===== src/rtl/cafit_ram.sv =====
// Generic single-write, single-read synchronous RAM with registered read data.
// Read data holds its value while no read is issued. No dependencies.
module cafit_ram #(
  parameter int WIDTH = 8,
  parameter int DEPTH = 16
) (
  input  logic                     clk,
  input  logic                     we,
  input  logic [$clog2(DEPTH)-1:0] waddr,
  input  logic [WIDTH-1:0]         wdata,
  input  logic                     re,
  input  logic [$clog2(DEPTH)-1:0] raddr,
  output logic [WIDTH-1:0]         rdata
);

  logic [WIDTH-1:0] mem [DEPTH];
  logic [WIDTH-1:0] rdata_r;

  // Write port
  always_ff @(posedge clk) begin
    if (we) begin
      mem[waddr] <= wdata;
    end
  end

  // Registered read port
  always_ff @(posedge clk) begin
    if (re) begin
      rdata_r <= mem[raddr];
    end
  end

  assign rdata = rdata_r;

endmodule


===== config.mk =====
export PLATFORM = sky130hd
export DESIGN_NAME = cafit_ram
export DESIGN_NICKNAME = d
export VERILOG_FILES = /design/src/rtl/cafit_ram.sv
export SDC_FILE = /design/constraint.sdc
export NUM_CORES = 1
export LEC_CHECK = 0
export ABC_CLOCK_PERIOD_IN_PS = 4200
export BUFFER_PORTS_ARGS = -buffer_cell sky130_fd_sc_hd__buf_2
export CORE_MARGIN = 1
export CORE_UTILIZATION = 30
export CTS_CLUSTER_SIZE = 28
export DETAILED_ROUTE_END_ITERATION = 12
export HOLD_SLACK_MARGIN = 0.15
export PLACE_DENSITY = 0.5
export RECOVER_POWER = 100
export SETUP_SLACK_MARGIN = 0.5
export SYNTH_ARGS = -nofsm -noshare
export SYNTH_HDL_FRONTEND = slang
export SYNTH_SLANG_ARGS = --single-unit

===== constraint.sdc =====
create_clock -name clk -period 4.2 [get_ports clk]
set_input_delay 0.63 -clock clk [delete_from_list [all_inputs] [get_ports clk]]
set_output_delay 0.63 -clock clk [all_outputs]
set_load 0.01 [all_outputs]

==> results.json <==
{
  "outcome": "complete, but fails checks",
  "violations": "max-capacitance violations, max-slew violations",
  "grtUsageMet1": 0.176,
  "tightest_slew_ns": 1.51,
  "fin_crit_sh": 0.580,
  "finalSetupTns_ns": 0,
  "rsz0062_at_grt": "no",
  "clock-sinks": 136,
  "pin_count": 27,
  "final_nets": 287,
  "dieArea_sq_um": 18000,
  "dpl.hpwl_mm": 6.43,
  "gr-total-overflow": 0,
  "antenna_found_initial": 0,
  "crit_required_ns": 4.36,
  "drc": 0,
  "grt_pass1_wl_mm": 15.6,
  "setup_ws_ns": 1.76,
  "synth_area_leaders": "edfxtp_1 (78%), mux4_2 (7.8%), mux4_1 (7.0%)",
  "die-height_um": 134,
  "ys_warn_count": 0,
  "drive_gt1_frac": 0.168,
  "synth_nets": 248,
  "worstSetupPathType": "input pin to flop",
  "ir_drop_mv": 0.278,
  "use_met3": 0.0420,
  "syn_inst": 229,
  "cts.hold.buffers_added": 0,
  "gp_congestion": 0.689,
  "cap_violations": 1,
  "cts_buffer_depth": 2,
  "synth_seq_cells": 136,
  "wirelength_mm": 10.4,
  "final_cell_mix": "edfxtp_1 (136), clkbuf_1 (28), mux4_2 (18)",
  "crit_path_top_delay_cell": "buf_2",
  "start_util": 0.311,
  "cts_tree": "yes",
  "cp_top_family": "buffers and inverters",
  "vias": 2392,
  "root_buffer": "clkbuf_16",
  "num_antenna_cells": 0,
  "wl_per_cell_um": 20.9,
  "fp.coreArea_sq_um": 16800,
  "grt.total_usage": 0.128,
  "fill_cells": 1586,
  "rows": 47,
  "synth_top_area_frac": 0.781,
  "hold_class": "input pin to flop",
  "grt_pass1_vias": 2489,
  "cp_cell_sequence": "buf_2 > clkbuf_1 > mux4_1 > a22oi_1 > nand2_1",
  "place_ws_ns": 1.47,
  "ant_nets": 0,
  "cp-end-kind": "flop",
  "numCtsBuffers": 17,
  "seq_area_sq_um": 4080,
  "multi_input_comb_area_sq_um": 1060,
  "critPathBufInv": 2,
  "slew_viol_final": 9,
  "cts_setup_buffers": 0,
  "power_mw": 2.95,
  "synth_area_sq_um": 5230,
  "layout_commonest_cell": "edfxtp_1",
  "crit_arrival_ns": 2.60,
  "path_max_fanout": 23,
  "die_w_um": 134,
  "clkSlewWorstSetupHoldPaths_ns": 0.05,
  "synth_area_per_cell_sq_um": 22.8,
  "fmax_mhz": 411,
  "synth.distinct_cells": 18,
  "final-hold-violation-count": 0,
  "port_buffers": 26,
  "seq_area_frac_synth": 0.781,
  "post_cts_resized": 0,
  "max_slew_margin": -0.0162,
  "dr.pass1.iters": 4,
  "use_met2": 0.190,
  "min_period_ns": 2.44,
  "avgViaCountPerCell": 4.79,
  "cpPeakStageDelay_ns": 0.64,
  "grt.busiest_layer": "met2",
  "finalSetupViolCount": 0,
  "htreeDepth": 4,
  "clk_latency_ns": 0.41,
  "fin_worst_skew_ns": 0.00730,
  "grt_start_max_net_pins": 33,
  "areaGrowthSynthToFinish_pct": 15.6,
  "p_per_area_nw_per_um2": 489,
  "drtIter0Drc": 198,
  "start_kind": "input pin",
  "synth_area_leader_cell": "edfxtp_1",
  "p_leak_nw": 1.91
}
==> worst register-to-register path: cells and delay by family (launching register included) <==
kind | cells | cell delay [ns]
simple gates | 1 | 0.10
flops | 1 | 0.35
compound gates | 1 | 0.31
mux | 1 | 0.49
==> registers in the layout, summed over array words and instances (netlist names) <==
signal  cells
mem       128
rdata       8
==> cells by family (layout without fill, tap and decap cells) <==
group | Yosys count | in the layout | share of synthesized area
mux | 32 | 32 | 0.148
flops | 136 | 136 | 0.781
simple gates | 35 | 35 | 0.0314
compound gates | 16 | 16 | 0.0230
buf+inv | 10 | 60 | 0.0165
==> through the flow <==
step                hold slack, ns  area, sq um  instances   util
detailed placement           0.731         5590        469  0.332
global placement             0.723         5590        469  0.332
CTS                          0.569         6090        499  0.362
floorplan                    0.705         5230        229      -
finish                       0.686         6040        499  0.359
global route                 0.690         6040        499  0.359
==> power breakdown <==
part / switching, mW / internal [mW] / total [mW]
sequential: 0.00818 / 1.53 / 1.54
combinational: 0.0798 / 0.0497 / 0.130
clock: 0.491 / 0.794 / 1.29
total: 0.579 / 2.38 / 2.95
==> cells in the mapped netlist <==
| library cell | n |
|---|---|
| a22oi_1 | 16 |
| and2_1 | 1 |
| and2b_1 | 1 |
| buf_2 | 3 |
| buf_4 | 1 |
| buf_6 | 3 |
| clkdlybuf4s25_2 | 3 |
| edfxtp_1 | 136 |
| mux4_1 | 14 |
| mux4_2 | 18 |
| nand2_1 | 9 |
| nand2b_1 | 2 |
| nand3_1 | 1 |
| nand3b_1 | 2 |
| nor2_1 | 13 |
| nor2b_1 | 1 |
| nor3_1 | 4 |
| or3b_2 | 1 |
==> path summary, 6_finish.rpt <==
kind | startpoint | cells past startpoint | slack [ns] | end
setup / recovery | raddr[0] | 5 | 1.76 | rdata[1]
hold / removal | re | 1 | 0.69 | rdata[2]
setup reg to reg | mem[11][7] | 3 | 2.69 | rdata[7]
hold reg to reg | mem[4][2] | 3 | 0.74 | rdata[2]
==> metal layers <==
layer / vias to the layer above / wire length (um)
li1: 1054 / -
met1: 1259 / 4910
met2: 67 / 4870
met3: 12 / 509
met4: 0 / 131
met5: - / 0
==> area by class of cell <==
| cell class | instances | area share |
|---|---|---|
| clock buffers | 23 | 0.0741 |
| clock inverters | 7 | 0.00911 |
| well taps | 220 | 0.0456 |
| multi-input cells | 83 | 0.175 |
| flip-flops and latches | 136 | 0.676 |
| repair buffers | 30 | 0.0203 |
Power figures use the tool's default switching activity.
