===== src/rtl/cafit_pkg.sv =====
// Shared types and constants for the ASCII CAN frame receive table.
// Used by the interfaces, the frame parser, the top level and the checker.
// No dependencies.
package cafit_pkg;

  // Fixed field widths of the channels
  localparam int CHAR_W    = 8;
  localparam int ID_W      = 11;
  localparam int LEN_W     = 4;
  localparam int DATA_W    = 64;
  localparam int OUT_CNT_W = 32;
  localparam int NIB_N     = DATA_W / 4;

  // Parser state widths: the ID sum of three signed hex values fits 18 bits
  localparam int POS_W    = 5;
  localparam int HEX_W    = 9;
  localparam int ID_ACC_W = 18;

  localparam logic [POS_W-1:0] POS_START = 5'd0;
  localparam logic [POS_W-1:0] POS_LEN   = 5'd4;
  localparam logic [POS_W-1:0] POS_DATA  = 5'd5;
  localparam logic [POS_W-1:0] POS_MAX   = 5'd31;

  // ASCII codes used by the hex decode
  localparam logic [CHAR_W-1:0] CHAR_0 = 8'd48;
  localparam logic [CHAR_W-1:0] CHAR_9 = 8'd57;
  localparam logic [CHAR_W-1:0] CHAR_A = 8'd65;
  localparam int HEX_ALPHA_BASE = 10;

  localparam logic signed [HEX_W-1:0] DIGIT_BIAS = 9'sd48;
  localparam logic signed [HEX_W-1:0] ALPHA_BIAS = HEX_W'(CHAR_A - HEX_ALPHA_BASE);

  localparam logic [LEN_W-1:0] LEN_MAX = 4'd15;

  // Frame-end event from the parser to the table control
  typedef struct packed {
    logic              done;   // frame end character taken
    logic              ok;     // frame is stored
    logic [ID_W-1:0]   id;
    logic [LEN_W-1:0]  len;
    logic [DATA_W-1:0] data;
  } parse_evt_t;

endpackage


===== src/rtl/cafit_parser.sv =====
// Character parser for ASCII standard CAN frames: ID, length and data nibbles.
// Depends on cafit_pkg; emits a parse_evt_t on the frame end character.
module cafit_parser #(
  parameter int TABLE_DEPTH    = 2048,
  parameter int MAX_DATA_BYTES = 8
) (
  input  logic                           clk,
  input  logic                           rst_n,
  input  logic                           char_en,
  input  logic [cafit_pkg::CHAR_W-1:0]   char_code,
  input  logic                           frame_end,
  output cafit_pkg::parse_evt_t          evt
);

  localparam int POS_W = cafit_pkg::POS_W;
  localparam logic [POS_W-1:0] DATA_LIMIT = POS_W'(2 * MAX_DATA_BYTES);
  localparam logic signed [cafit_pkg::ID_ACC_W-1:0] ID_LIMIT =
    cafit_pkg::ID_ACC_W'(TABLE_DEPTH);

  logic [POS_W-1:0]                        pos_r, pos_nxt;
  logic signed [cafit_pkg::ID_ACC_W-1:0]   id_r, id_nxt;
  logic [cafit_pkg::LEN_W-1:0]             len_r, len_nxt;
  logic [cafit_pkg::DATA_W-1:0]            data_r, data_nxt;

  logic signed [cafit_pkg::HEX_W-1:0]      hex_v;
  logic                                    is_digit;
  logic [POS_W-1:0]                        nib_k;
  logic                                    keep_nib;

  // Decode one character: digits map to c-48, anything else to c-55
  always_comb begin
    is_digit = (char_code >= cafit_pkg::CHAR_0) && (char_code <= cafit_pkg::CHAR_9);
    if (is_digit) begin
      hex_v = $signed({1'b0, char_code}) - cafit_pkg::DIGIT_BIAS;
    end else begin
      hex_v = $signed({1'b0, char_code}) - cafit_pkg::ALPHA_BIAS;
    end
  end

  // Data slot of this character, kept only within the length and the buffer
  assign nib_k    = pos_r - cafit_pkg::POS_DATA;
  assign keep_nib = (pos_r >= cafit_pkg::POS_DATA) && (nib_k < {len_r, 1'b0}) &&
                    (nib_k < DATA_LIMIT) && (nib_k < POS_W'(cafit_pkg::NIB_N));

  // Fold the character into the frame fields
  always_comb begin
    id_nxt   = id_r;
    len_nxt  = len_r;
    data_nxt = data_r;
    if (pos_r == cafit_pkg::POS_START) begin
      id_nxt   = '0;
      len_nxt  = '0;
      data_nxt = '0;
    end else if (pos_r < cafit_pkg::POS_LEN) begin
      id_nxt = (id_r <<< 4) + cafit_pkg::ID_ACC_W'(hex_v);
    end else if (pos_r == cafit_pkg::POS_LEN) begin
      if (hex_v < 0) begin
        len_nxt = '0;
      end else if (hex_v > $signed(cafit_pkg::HEX_W'(cafit_pkg::LEN_MAX))) begin
        len_nxt = cafit_pkg::LEN_MAX;
      end else begin
        len_nxt = hex_v[cafit_pkg::LEN_W-1:0];
      end
    end else begin
      for (int i = 0; i < cafit_pkg::NIB_N; i++) begin
        if (keep_nib && (nib_k == POS_W'(i))) begin
          data_nxt[(cafit_pkg::NIB_N-1-i)*4 +: 4] = hex_v[3:0];
        end
      end
    end
  end

  // Advance the position with saturation; the end character closes the frame
  always_comb begin
    if (frame_end) begin
      pos_nxt = cafit_pkg::POS_START;
    end else if (pos_r == cafit_pkg::POS_MAX) begin
      pos_nxt = pos_r;
    end else begin
      pos_nxt = pos_r + 1'b1;
    end
  end

  always_ff @(posedge clk) begin
    if (!rst_n) begin
      pos_r  <= cafit_pkg::POS_START;
      id_r   <= '0;
      len_r  <= '0;
      data_r <= '0;
    end else if (char_en) begin
      pos_r <= pos_nxt;
      if (frame_end) begin
        id_r   <= '0;
        len_r  <= '0;
        data_r <= '0;
      end else begin
        id_r   <= id_nxt;
        len_r  <= len_nxt;
        data_r <= data_nxt;
      end
    end
  end

  // Frame-end event, taken from the values that include this character
  always_comb begin
    evt.done = char_en && frame_end;
    evt.ok   = (pos_r >= cafit_pkg::POS_LEN) && (id_nxt > 0) && (id_nxt < ID_LIMIT);
    evt.id   = id_nxt[cafit_pkg::ID_W-1:0];
    evt.len  = len_nxt;
    evt.data = data_nxt;
  end

endmodule


===== config.mk =====
export PLATFORM = sky130hd
export DESIGN_NAME = cafit_parser
export DESIGN_NICKNAME = d
export VERILOG_FILES = /design/src/rtl/cafit_pkg.sv /design/src/rtl/cafit_parser.sv
export SDC_FILE = /design/constraint.sdc
export NUM_CORES = 1
export LEC_CHECK = 0
export ABC_AREA = 1
export BUFFER_PORTS_ARGS = -buffer_cell sky130_fd_sc_hd__buf_2
export CORE_MARGIN = 1.5
export CORE_UTILIZATION = 50
export CTS_BUF_LIST = sky130_fd_sc_hd__clkbuf_8
export CTS_CLUSTER_SIZE = 16
export DETAILED_ROUTE_END_ITERATION = 8
export PLACE_DENSITY = 0.81
export SETUP_SLACK_MARGIN = 0.5
export SYNTH_ARGS = -nofsm -noshare
export SYNTH_HDL_FRONTEND = slang
export SYNTH_SLANG_ARGS = --single-unit

===== constraint.sdc =====
create_clock -name clk -period 2.95 [get_ports clk]
set_input_delay 0.1475 -clock clk [delete_from_list [all_inputs] [get_ports clk]]
set_output_delay 0.1475 -clock clk [all_outputs]
set_load 0.01 [all_outputs]

==> impl_metrics.toml <==
[synthesis]
synth_area_sq_mm = 0.00655
synth_top_area_cell = "dfxtp_1"
async_flop_share_pct = 0
synth-seq-area-share_pct = 27.8
synth_edf_count = 0
ys_top_cells_by_area = "dfxtp_1, nand2_1, a21oi_1"
synth-main-ff-cell = "dfxtp_1"
synth.top_cell.area_share_pct = 27.8
synthCells = 1082
syn_nets = 1125
synth_area_per_cell_sq_um = 6.05
ys_types = 37
yosys_warnings = 0
ys_seq_elements = 91

[min_path]
min_path_cells = 4
min_from = "char_en"
hp-class = "input pin to register"
whs_endpoint = "id_r[13]"

[global_routing]
grt.total_usage_pct = 27.8
grt_pass1_vias = 6509
antenna_found_initial = 0
grt_overflow_total = 0
grt_pass1_wl_um = 31700
grt_max_degree = 88

[setup_path]
max_stage_delay_ns = 0.37
critical_path_class = "register to output port"
cp_data_arrival_time_ns = 3.12
r2r-end = "data_r[45]"
path_buf_inv = 4
crit_start = "pos_r[0]"
reg2reg_setup_slack_ns = -0.04
start_kind = "register"
path_cells = "buf_8 -> o21ai_4 -> xor2_2 -> ha_1 -> inv_1 -> nor2_2 -> o21ai_2 -> nand3_4 -> nor2_4 -> buf_6 -> nand2_4 -> nand2_1 -> nand2_1 -> nor2_2 -> buf_2"
cp_top_family = "simple AND/OR/NAND/NOR gates"
r2r_start = "pos_r[0]"
worstPathRequired_ns = 2.80
critical_path.max_fanout = 7
cp_slowest_cell = "dfxtp_4"
reg2reg_depth = 18
crit_path_end_kind = "output port"

[route]
first_pass_iters = 6
vias_per_cell = 6.20
postRouteAntennaNets = 0
wire_per_inst_um = 20.1
route.detailed.drc = 0
first_iter_violations = 1497
totalWireLength_um = 28300
dr_total_vias = 8735

[clocking]
cts_max_level = 3
clock-sinks = 91
clock_latency_ns = 0.40
clockBufferDepth = 2
root_buffer = "clkbuf_8"
numCtsBuffers = 9
cts_hold_buffers = 0
cts_tree = "done"
clkSlewWorstSetupHoldPaths_ns = 0.09

[pwr]
swShare_pct = 34.0
ir_worst_vdd_mv = 0.218
seqPwrFrac_pct = 44.7
power_density_mw_per_mm2 = 282
switching_power_mw = 0.942
leakagePower_nw = 4.24
p_comb_share_pct = 21.2
pwr-share-clk_pct = 34.1
p_int_mw = 1.83

[cells_and_area]
fillers = 724
final_common_cell = "nand2_1"
fin_cells = 1409
utilization_pct = 77.3
num-nets-final = 1275
antenna_cells = 0
areaGrowthSynthToFinish_pct = 50.1
layout-drive-gt1-share_pct = 43.7
final_cell_mix = "nand2_1, inv_1, nand2_2, dfxtp_1, nand3_1"

[place]
place_inst = 1331
post-place-ws_ns = -0.0785
numPortBuffers = 92
dpl.hpwl_um = 12500
gp_congestion = 0.986

[timing]
fin_tns_setup_ns = -13.22
min_period_over_period_pct = 111
finalHoldViolCount = 0
period_needed_ns = 3.26
relSlewSlack_pct = 49.1
drv_slew = 0
finClkSkew_ns = 0.0134
tightest_slew_ns = 0.764
fmax_ghz = 0.306
setup_viol = 67
setup_ws_ns = -0.314
grt_setup_unrepaired = "true"

[flow_run]
maxCapViolations = 0

[outcome]
failed_checks = "negative setup slack"
status = "finished, violations left"

[die]
ios = 93
die_x_um = 117
dieArea_sq_mm = 0.0138
rows = 41
core_sq_mm = 0.0127
start_util_pct = 51.5
die_h_um = 117
final cells by class:
cell class                      instances  area, sq um  area share, %
Clock inverter                          6         63.8          0.649
Sequential cell                        91         1830           18.6
Tap cell                              172          215           2.19
Inverter                              133          546           5.55
Timing Repair inverter                  1         6.26         0.0637
Timing Repair Buffer                  193         1720           17.5
Multi-Input combinational cell        803         5320           54.1
Clock buffer                           10          138           1.40
synthesized netlist by cell type, types with 3 or more instances:
library cell / instances
a21oi_1: 107
and3_1: 32
buf_2: 16
buf_6: 3
clkbuf_1: 32
dfxtp_1: 91
ha_1: 30
inv_1: 126
inv_2: 6
nand2_1: 385
nand2_2: 11
nand3_1: 102
nand3b_1: 4
nand4_1: 21
nor2_1: 36
nor2_2: 36
nor3_1: 4
o21ai_0: 11
o21ai_2: 3
xnor2_1: 3
how the worst max path moves through the flow:
stage,endpoint,depth (start not counted),slack (ns)
6_report,evt[2],15,-0.31
5_1_grt,evt[2],15,-0.33
4_1_cts,evt[59],14,0.06
3_5_place_dp,evt[79],23,-0.08
3_3_place_gp,evt[79],23,-0.01
2_1_floorplan,evt[79],19,0.43
sequential cells by signal, indices dropped and copies added, names as in the netlist:
register  flops
data_r       64
id_r         18
len_r         4
pos_r         5
power groups by stage:
| stage | sequential, mW | combinational (mW) | clock [mW] |
|---|---|---|---|
| after global routing | 1.24 | 0.608 | 0.963 |
| after floorplan | 1.27 | 0.270 | 0 |
| after global placement | 1.27 | 0.410 | 0 |
| after CTS | 1.24 | 0.469 | 0.914 |
| after detailed placement | 1.27 | 0.413 | 0 |
| final | 1.24 | 0.587 | 0.945 |
worst register-to-register path: stages (launching register included):
cell	delay [ns]
dfxtp_4	0.37
buf_8	0.14
o21ai_4	0.17
xor2_2	0.21
ha_1	0.26
inv_1	0.07
nor2_2	0.05
o21ai_2	0.26
nand3_4	0.19
nor2_4	0.25
buf_6	0.18
nand2_4	0.08
nand2_1	0.10
nand2_1	0.07
nor2_2	0.13
buf_4	0.13
buf_6	0.08
nand2_2	0.04
a21oi_2	0.14
metal layers:
metal	part of all wire, %	track usage [%]	wire length [um]	vias to the layer above
li1	-	-	-	3744
met1	35	37.1	9960	3987
met2	47	44.8	13200	774
met3	11	5.01	3250	230
met4	6.6	10.6	1860	0
met5	0	0	0	-
logic make-up (layout without fill, tap and decap cells):
logic type / count (synthesis) / in the layout / share of synthesized area [%]
compound gates: 129 / 129 / 10.3
fa+ha+maj: 31 / 31 / 6.04
simple gates: 636 / 636 / 43.1
buf+inv: 188 / 343 / 11.5
flops: 91 / 91 / 27.8
xor+xnor: 7 / 7 / 1.17
per-stage QoR:
stage                     hold WS, ns  area [sq um]  total power, mW
after detailed placement        0.456          7460             1.68
final                          0.0770          9830             2.77
after floorplan                 0.329          6710             1.54
after CTS                      0.0771          8180             2.62
after global routing            0.114          9830             2.81
after global placement          0.451          7460             1.68
what timing repair did:
action                                 in CTS  in global routing
setup endpoints to repair                 140                139
endpoints found under the hold margin       0                  0
gates resized for setup                    87                318
pin swaps                                  39                 80
gates cloned                                2                  3
buffers inserted                           22                 35
(Power assumes the default switching activity.)
